<file path="src/hw/rtl/timed_task_scheduler_core_defines.svh">
// Assertion macros for the timed task scheduler core.
// Used by the top level; every macro expects clk and rst_n in scope.
`ifndef TIMED_TASK_SCHEDULER_CORE_DEFINES_SVH
`define TIMED_TASK_SCHEDULER_CORE_DEFINES_SVH
`ifndef ASSERT_OFF
`define TTS_ASSERT_IMP(lbl, ante, cons, msg) \
    lbl: assert property (@(posedge clk) disable iff (!rst_n) (ante) |-> (cons)) \
        else $error(msg);
`define TTS_ASSERT_NXT(lbl, ante, cons, msg) \
    lbl: assert property (@(posedge clk) disable iff (!rst_n) (ante) |=> (cons)) \
        else $error(msg);
`else
`define TTS_ASSERT_IMP(lbl, ante, cons, msg)
`define TTS_ASSERT_NXT(lbl, ante, cons, msg)
`endif
`endif

</file>
<file path="src/hw/rtl/tts_pkg.sv">
// Shared constants, codes and controller/datapath types of the scheduler.
// No dependencies.
package tts_pkg;
    localparam int TASK_SLOTS = 32;
    localparam int TIME_BITS  = 64;
    localparam int SLOT_W     = $clog2(TASK_SLOTS);
    localparam int CNT_W      = $clog2(TASK_SLOTS + 1);
    localparam int ACT_W      = 3;
    localparam int TASK_W     = 5;
    localparam int EVT_W      = 64;

    localparam logic [ACT_W-1:0] ACT_NOW        = 3'd0;
    localparam logic [ACT_W-1:0] ACT_FUTURE     = 3'd1;
    localparam logic [ACT_W-1:0] ACT_CANCEL     = 3'd2;
    localparam logic [ACT_W-1:0] ACT_RUN        = 3'd3;
    localparam logic [ACT_W-1:0] ACT_CANCEL_ALL = 3'd4;

    localparam logic [1:0] SRC_ID   = 2'd0;
    localparam logic [1:0] SRC_IDX  = 2'd1;
    localparam logic [1:0] SRC_BEST = 2'd2;

    typedef logic [TIME_BITS-1:0] tts_time_t;

    typedef struct packed {
        logic              load;
        logic              dup_step;
        logic              insert;
        logic              find_step;
        logic              set_rej;
        logic              min_step;
        logic              compact_step;
        logic              stat_step;
        logic              take;
        logic [1:0]        take_src;
        logic              emit_status;
        logic [SLOT_W-1:0] idx;
    } tts_cmd_t;

    typedef struct packed {
        logic cur_imm;
        logic found;
        logic best_found;
        logic out_free;
    } tts_sts_t;

    function automatic logic [EVT_W-1:0] widen_time(input tts_time_t t);
        logic [EVT_W-1:0] r;
        r = '0;
        r[TIME_BITS-1:0] = t;
        return r;
    endfunction
endpackage

</file>
<file path="src/hw/rtl/tts_ctrl.sv">
// Controller of the scheduler: sequences slot scans and result items.
// Depends on tts_pkg; commands tts_datapath.
module tts_ctrl import tts_pkg::*;
(
    input  logic             clk,
    input  logic             rst_n,
    input  logic             req_valid,
    input  logic [ACT_W-1:0] req_action,
    output logic             req_ready,
    input  tts_sts_t         sts,
    output tts_cmd_t         cmd
);
    localparam logic [3:0] ST_IDLE     = 4'd0;
    localparam logic [3:0] ST_DUP      = 4'd1;
    localparam logic [3:0] ST_INSERT   = 4'd2;
    localparam logic [3:0] ST_FIND     = 4'd3;
    localparam logic [3:0] ST_CANCEL   = 4'd4;
    localparam logic [3:0] ST_IMM      = 4'd5;
    localparam logic [3:0] ST_MIN      = 4'd6;
    localparam logic [3:0] ST_MIN_EMIT = 4'd7;
    localparam logic [3:0] ST_COMPACT  = 4'd8;
    localparam logic [3:0] ST_STAT     = 4'd9;
    localparam logic [3:0] ST_STATUS   = 4'd10;

    logic [3:0]        state_reg;
    logic [3:0]        state_next;
    logic [SLOT_W-1:0] idx_reg;
    logic [SLOT_W-1:0] idx_next;
    logic              last_idx;

    assign last_idx = (idx_reg == SLOT_W'(TASK_SLOTS - 1));

    always_comb
    begin
        cmd        = '0;
        cmd.idx    = idx_reg;
        state_next = state_reg;
        idx_next   = idx_reg;
        req_ready  = 1'b0;
        case (state_reg)
            ST_IDLE:
            begin
                req_ready = 1'b1;
                if (req_valid)
                begin
                    cmd.load = 1'b1;
                    idx_next = '0;
                    case (req_action)
                        ACT_NOW, ACT_FUTURE:     state_next = ST_DUP;
                        ACT_CANCEL:              state_next = ST_FIND;
                        ACT_RUN, ACT_CANCEL_ALL: state_next = ST_IMM;
                        default:                 state_next = ST_STAT;
                    endcase
                end
            end
            ST_DUP:
            begin
                cmd.dup_step = 1'b1;
                idx_next     = last_idx ? '0 : idx_reg + SLOT_W'(1);
                if (last_idx)
                begin
                    state_next = ST_INSERT;
                end
            end
            ST_INSERT:
            begin
                cmd.insert = 1'b1;
                idx_next   = '0;
                state_next = ST_STAT;
            end
            ST_FIND:
            begin
                cmd.find_step = 1'b1;
                idx_next      = last_idx ? '0 : idx_reg + SLOT_W'(1);
                if (last_idx)
                begin
                    state_next = ST_CANCEL;
                end
            end
            ST_CANCEL:
            begin
                idx_next = '0;
                if (!sts.found)
                begin
                    cmd.set_rej = 1'b1;
                    state_next  = ST_STAT;
                end
                else if (sts.out_free)
                begin
                    cmd.take     = 1'b1;
                    cmd.take_src = SRC_ID;
                    state_next   = ST_COMPACT;
                end
            end
            ST_IMM:
            begin
                if (!sts.cur_imm || sts.out_free)
                begin
                    cmd.take     = sts.cur_imm;
                    cmd.take_src = SRC_IDX;
                    idx_next     = last_idx ? '0 : idx_reg + SLOT_W'(1);
                    if (last_idx)
                    begin
                        state_next = ST_MIN;
                    end
                end
            end
            ST_MIN:
            begin
                cmd.min_step = 1'b1;
                idx_next     = last_idx ? '0 : idx_reg + SLOT_W'(1);
                if (last_idx)
                begin
                    state_next = ST_MIN_EMIT;
                end
            end
            ST_MIN_EMIT:
            begin
                idx_next = '0;
                if (!sts.best_found)
                begin
                    state_next = ST_COMPACT;
                end
                else if (sts.out_free)
                begin
                    cmd.take     = 1'b1;
                    cmd.take_src = SRC_BEST;
                    state_next   = ST_MIN;
                end
            end
            ST_COMPACT:
            begin
                cmd.compact_step = 1'b1;
                idx_next         = last_idx ? '0 : idx_reg + SLOT_W'(1);
                if (last_idx)
                begin
                    state_next = ST_STAT;
                end
            end
            ST_STAT:
            begin
                cmd.stat_step = 1'b1;
                idx_next      = last_idx ? '0 : idx_reg + SLOT_W'(1);
                if (last_idx)
                begin
                    state_next = ST_STATUS;
                end
            end
            ST_STATUS:
            begin
                if (sts.out_free)
                begin
                    cmd.emit_status = 1'b1;
                    state_next      = ST_IDLE;
                end
            end
            default:
            begin
                state_next = ST_IDLE;
            end
        endcase
    end

    always_ff @(posedge clk or negedge rst_n)
    begin
        if (!rst_n)
        begin
            state_reg <= ST_IDLE;
            idx_reg   <= '0;
        end
        else
        begin
            state_reg <= state_next;
            idx_reg   <= idx_next;
        end
    end
endmodule

</file>
<file path="config.mk">
export PLATFORM = sky130hd
export DESIGN_NAME = tts_ctrl
export DESIGN_NICKNAME = d
export VERILOG_FILES = /design/src/hw/rtl/timed_task_scheduler_core_defines.svh /design/src/hw/rtl/tts_pkg.sv /design/src/hw/rtl/tts_ctrl.sv
export SDC_FILE = /design/constraint.sdc
export NUM_CORES = 1
export LEC_CHECK = 0
export ABC_AREA = 1
export BUFFER_PORTS_ARGS = -buffer_cell sky130_fd_sc_hd__buf_2
export CORE_MARGIN = 1
export CORE_UTILIZATION = 50
export CTS_CLUSTER_DIAMETER = 50
export DETAILED_ROUTE_END_ITERATION = 10
export PLACE_DENSITY = 0.84
export RECOVER_POWER = 100
export SYNTH_ARGS = -nofsm -noshare
export SYNTH_HDL_FRONTEND = slang
export SYNTH_SLANG_ARGS = --single-unit
</file>
<file path="constraint.sdc">
create_clock -name clk -period 1.8 [get_ports clk]
set_input_delay 0.18 -clock clk [delete_from_list [all_inputs] [get_ports clk]]
set_output_delay 0.18 -clock clk [all_outputs]
set_load 0.02 [all_outputs]
</file>
# Yosys cells after proc, flatten, opt, wreduce, memory -nomap -nowiden
# Index checks and enable logic that the tools add are counted.
[totals]
regBits = 9
in_bits = 10
out_inout_bits = 18
elab_cells = 78
[classes]
add_sub_neg = 1
n_eq_ne = 26
n_mux = 38
reduce_logical = 11
[op_table]
columns = ["op", "count"]
rows = [
  ["2-to-1 mux 4 bit", 13],
  ["one-hot mux 4 bit (11 select lines)", 1],
  ["one-hot mux 5 bit (4 select lines)", 1],
  ["!= test 2 bit (second input constant)", 9],
  ["== test 4 x 3 -> 1 bit (second input constant)", 4],
  ["2-to-1 mux 3 bit", 5],
  ["2-to-1 mux 5 bit", 3],
  ["2-to-1 mux 1 bit", 13],
  ["== test 4 bit (second input constant)", 3],
  ["one-hot mux 4 bit (3 select lines)", 1],
  ["AND reduction 11 bit", 1],
  ["one-hot mux 3 bit (3 select lines)", 1],
  ["== test 4 x 2 -> 1 bit (second input constant)", 2],
  ["== test 3 x 2 -> 1 bit (second input constant)", 2],
  ["!= test 3 bit (second input constant)", 2],
  ["adder 5 x 1 -> 5 bit (second input constant)", 1],
  ["== test 5 bit (second input constant)", 1],
  ["OR reduction 5 bit", 1],
  ["== test 4 x 1 -> 1 bit (second input constant)", 1],
  ["zero test 4 bit", 1],
  ["nonzero test 4 bit", 1],
  ["OR reduction 2 bit", 2],
  ["== test 3 x 1 -> 1 bit (second input constant)", 1],
  ["== test 3 bit (second input constant)", 1],
  ["5 further kinds", 5],
]

# Longest topological paths before layout
[logic_depth]
ltp_word = 5
ltp_mapped = 11
mapped_depth_nobuf = 11

# Worst setup path after synthesis
# OpenSTA, ideal clock, no wires.
[synth_path]
kind = "flip-flop to flip-flop"
from = "reg idx_reg[0]"
to = "reg state_reg[2]"
setup_time_ps = 117
arrival_ps = 1594
required_ps = 1683
setup_slack_ps = 89
path_stages_with_launch = 12
n_path_buf = 0
period_less_slack_ps = 1711
path_cell_list = "dfrtp_1 ha_1 nand2_1 nor2_1 ha_1 inv_1 nand3_1 nand2_1 nor2_1 nand3_2 nand2_1 nand2_1"
[synth_via]
elab_chain_len = 3
word_cells_on_any_way = 8
classes_between = "eq/ne: 7; reduce/logical: 1"
[synth_rtl]
columns = ["element", "line_no", "source"]
rows = [
  ["start: declaration", "tts_ctrl.sv:27", "logic [SLOT_W-1:0] idx_reg;"],
  ["start signal: assignment", "tts_ctrl.sv:174", "idx_reg <= idx_next;"],
  ["== test 5 bit (*)", "tts_ctrl.sv:31", "assign last_idx = (idx_reg == SLOT_W'(TASK_SLOTS - 1));"],
  ["!= test 2 bit (no line)", "--", ""],
  ["AND reduction 11 bit (no line) (*)", "--", ""],
  ["end signal: assignment", "tts_ctrl.sv:173", "state_reg <= state_next;"],
  ["end: declaration", "tts_ctrl.sv:25", "logic [3:0] state_reg;"],
]
# Mark *: on every way between the ends. The rest lies on a longest branch, timed or not.
# A chain may end at the register's enable or synchronous reset.

# Final worst setup path
[layout_path]
from = "reg idx_reg[0]"
to = "reg state_reg[0]"
# The elaborated chain is that of the path after synthesis.

==> results.json <==
{
  "critPathKind": "flop to flop",
  "fillerInstances": 139,
  "largest_reg_flops": 5,
  "path_max_fanout": 6,
  "internal-power_mw": 0.7732,
  "via_count": 1136,
  "yosysSeqAreaShare": 0.2473,
  "dp_hpwl_mm": 1.924,
  "critical_path.max_stage_delay_ns": 0.41,
  "setup_viol": 0,
  "drc": 0,
  "hold-worst-slack_ns": 0.3346,
  "initial_core_util": 0.5333,
  "grt_overflow": 0,
  "synth-seq-cells": 9,
  "antennaDiodeCount": 0,
  "setup_ws_ns": 0.05414,
  "worst_slew_pin_slew_ns": 0.4948,
  "grtUsageMet3": 0.08163,
  "synth_edf_count": 0,
  "arrival_ns": 1.90,
  "track_usage": 0.2628,
  "min_path_cells": 5,
  "sw_frac_of_total": 0.5648,
  "fin_tns_setup_ns": 0,
  "fmax_mhz": 572.8,
  "grt_pass1_wl_mm": 3.884,
  "finalCriticalPeriod_ns": 1.746,
  "htreeDepth": 1,
  "crit_chain": "ha_2 > nand2_1 > nor2_2 > ha_2 > inv_2 > nand3_1 > nand2_1 > nor2_2 > nand3_2 > nand2_1 > nand2_1",
  "dp_slack_ns": 0.04061,
  "die_h_um": 44.68,
  "slowest_stage": "dfrtp_1",
  "drv_cap": 0,
  "synth_warnings": 0,
  "vias_per_cell": 5.211,
  "regArea_um2": 230.2,
  "startpoint": "idx_reg[0]",
  "cts_inserted_buffers": 3,
  "use_met2": 0.4324,
  "fp.dieW_um": 44.68,
  "path_delay_family": "simple AND/OR/NAND/NOR gates",
  "core-area_um2": 1708,
  "clock_path_buffers": 2,
  "period_share": 0.9699,
  "routed_wl_mm": 2.450,
  "ys_types": 21,
  "drt_iter0_drc": 42,
  "cp.depth": 11,
  "grt_use_met1": 0.3557,
  "port_buffers": 27,
  "ir_worst_vdd_mv": 0.9293,
  "dieArea_um2": 1996,
  "clkTransAtPathRegs_ns": 0.06,
  "layout-drive-gt1-share": 0.3264,
  "clk_latency_ns": 0.26,
  "crit_top_cell": "nand2_1",
  "io_pins": 28,
  "synth-async-reset-ratio": 1.000,
  "ys_top_cells_by_area": "dfrtp_1 25%, nand2_1 17%, nand3_1 14%",
  "synthCells": 155,
  "post-route-util": 0.6960,
  "avgRoutedWirePerCell_um": 11.24,
  "critical_path_buf_inv_count": 1,
  "multi_input_area_um2": 631.9,
  "gp_congestion": 0.8998,
  "nNetsFinal": 207,
  "drv_slew": 0,
  "seq_power_share": 0.219,
  "post-synth-top-count-cell": "nand2_1",
  "cts-root-buf": "clkbuf_4",
  "synth_top_cell_by_area": "dfrtp_1",
  "leakage_nw": 0.6926,
  "status": "finished, final reports clean",
  "grt_pass1_vias": 932,
  "clock-sinks": 9,
  "crit_required_ns": 1.96,
  "antenna_found_initial": 0,
  "grt_busiest_layer": "met2",
  "area_growth_syn_to_layout_pct": 30.49,
  "firstDrtPassIters": 5,
  "power_switching_mw": 1.004,
  "drt.antenna.violating_nets": 0,
  "slew_headroom": 0.6701,
  "cts_tree": "done",
  "worstHoldPathType": "primary input to flop",
  "synthTopCellsByCount": "42 x nand2_1, 29 x nor2_1, 25 x nand3_1, 15 x inv_1, 9 x dfrtp_1",
  "synth_ff_type": "dfrtp_1",
  "grt_start_max_net_pins": 10,
  "rows": 15,
  "synth_nets": 168,
  "hold_violations": 0,
  "synth_top_area_share": 0.2473,
  "p_clk_frac": 0.088,
  "startpoint_type": "flop",
  "min_from": "req_action[1]",
  "power_density_nw_per_um2": 1495,
  "r2r-start": "idx_reg[0]",
  "avgSynthCellArea_um2": 5.877,
  "worstRegToRegCells": 11,
  "combPwrFrac": 0.693,
  "cp-end-kind": "flop",
  "synth_area_um2": 910.9,
  "skew_ns": 0.003984
}
==> metrics by stage <==
stage,cells,power [mW],cell area [um2]
floorplan,155,1.200,910.9
global placement,207,1.452,1077
detailed placement,207,1.489,1077
CTS,212,1.666,1121
global route,218,1.945,1189
finish,218,1.777,1189
==> cell families (layout without fill, tap and decap cells) <==
family,count (synthesis),in the layout,synth area share
simple gates,110,110,0.5481
buf+inv,21,59,0.08653
compound gates,11,11,0.06731
flops,9,9,0.2473
fa+ha+maj,3,3,0.04121
xor+xnor,1,1,0.009617
==> power groups by stage <==
stage | Clock, mW | Combinational [mW] | Sequential, mW
after floorplan | 0 | 0.826 | 0.374
after global placement | 0 | 1.09 | 0.364
after detailed placement | 0 | 1.12 | 0.368
after CTS | 0.163 | 1.13 | 0.372
after global routing | 0.176 | 1.37 | 0.398
final | 0.156 | 1.23 | 0.389
==> worst reg2reg max path: cells and delay by family, from the launching register on <==
| kind | cells | cell delay (ns) |
|---|---|---|
| AND/OR/NAND/NOR | 8 | 0.75 |
| buffers and inverters | 1 | 0.07 |
| adder cells (fa/ha/maj) | 2 | 0.41 |
| flip-flops | 1 | 0.41 |
==> final timing paths <==
kind                                      to  slack [ns]
worst min register to register    idx_reg[1]        0.56
min in group asynchronous         idx_reg[1]        0.39
worst min-delay path            state_reg[1]        0.33
worst max register to register  state_reg[0]        0.05
max in group asynchronous       state_reg[0]        1.05
worst max-delay path            state_reg[0]        0.05
==> cell usage in the layout, fill, tap and decap left out, drive strengths merged <==
| master | synthesis | final |
|---|---|---|
| a21oi | 5 | 5 |
| buf | 0 | 30 |
| clkbuf | 0 | 6 |
| clkinv | 2 | 3 |
| dfrtp | 9 | 9 |
| dlygate4sd3 | 0 | 1 |
| ha | 3 | 3 |
| inv | 19 | 19 |
| nand2 | 43 | 43 |
| nand3 | 28 | 28 |
| nand4 | 1 | 1 |
| nor2 | 36 | 36 |
| nor3 | 1 | 1 |
| nor4 | 1 | 1 |
| o211ai | 1 | 1 |
| o21ai | 5 | 5 |
| xor2 | 1 | 1 |
==> repair_timing <==
item	CTS	global route
buffers inserted	0	6
resized for setup	2	13
endpoints found under the setup margin	1	6
hold endpoints to repair	9	0
pin swaps	0	6
hold buffers	1	0
==> routing by layer <==
metal / part of all wire / up-vias
met5: 0 / -
met4: 0 / 0
met3: 0.073 / 0
met2: 0.47 / 48
met1: 0.45 / 520
li1: - / 568
==> layout make-up <==
type,count,share of cell area
multi-input combinational,125,0.5316
sequential,9,0.1937
timing repair buffer,34,0.1568
inverter,21,0.06842
tap,25,0.02632
clock buffer,3,0.01895
clock inverter,1,0.004211
(Power assumes the default switching activity.)
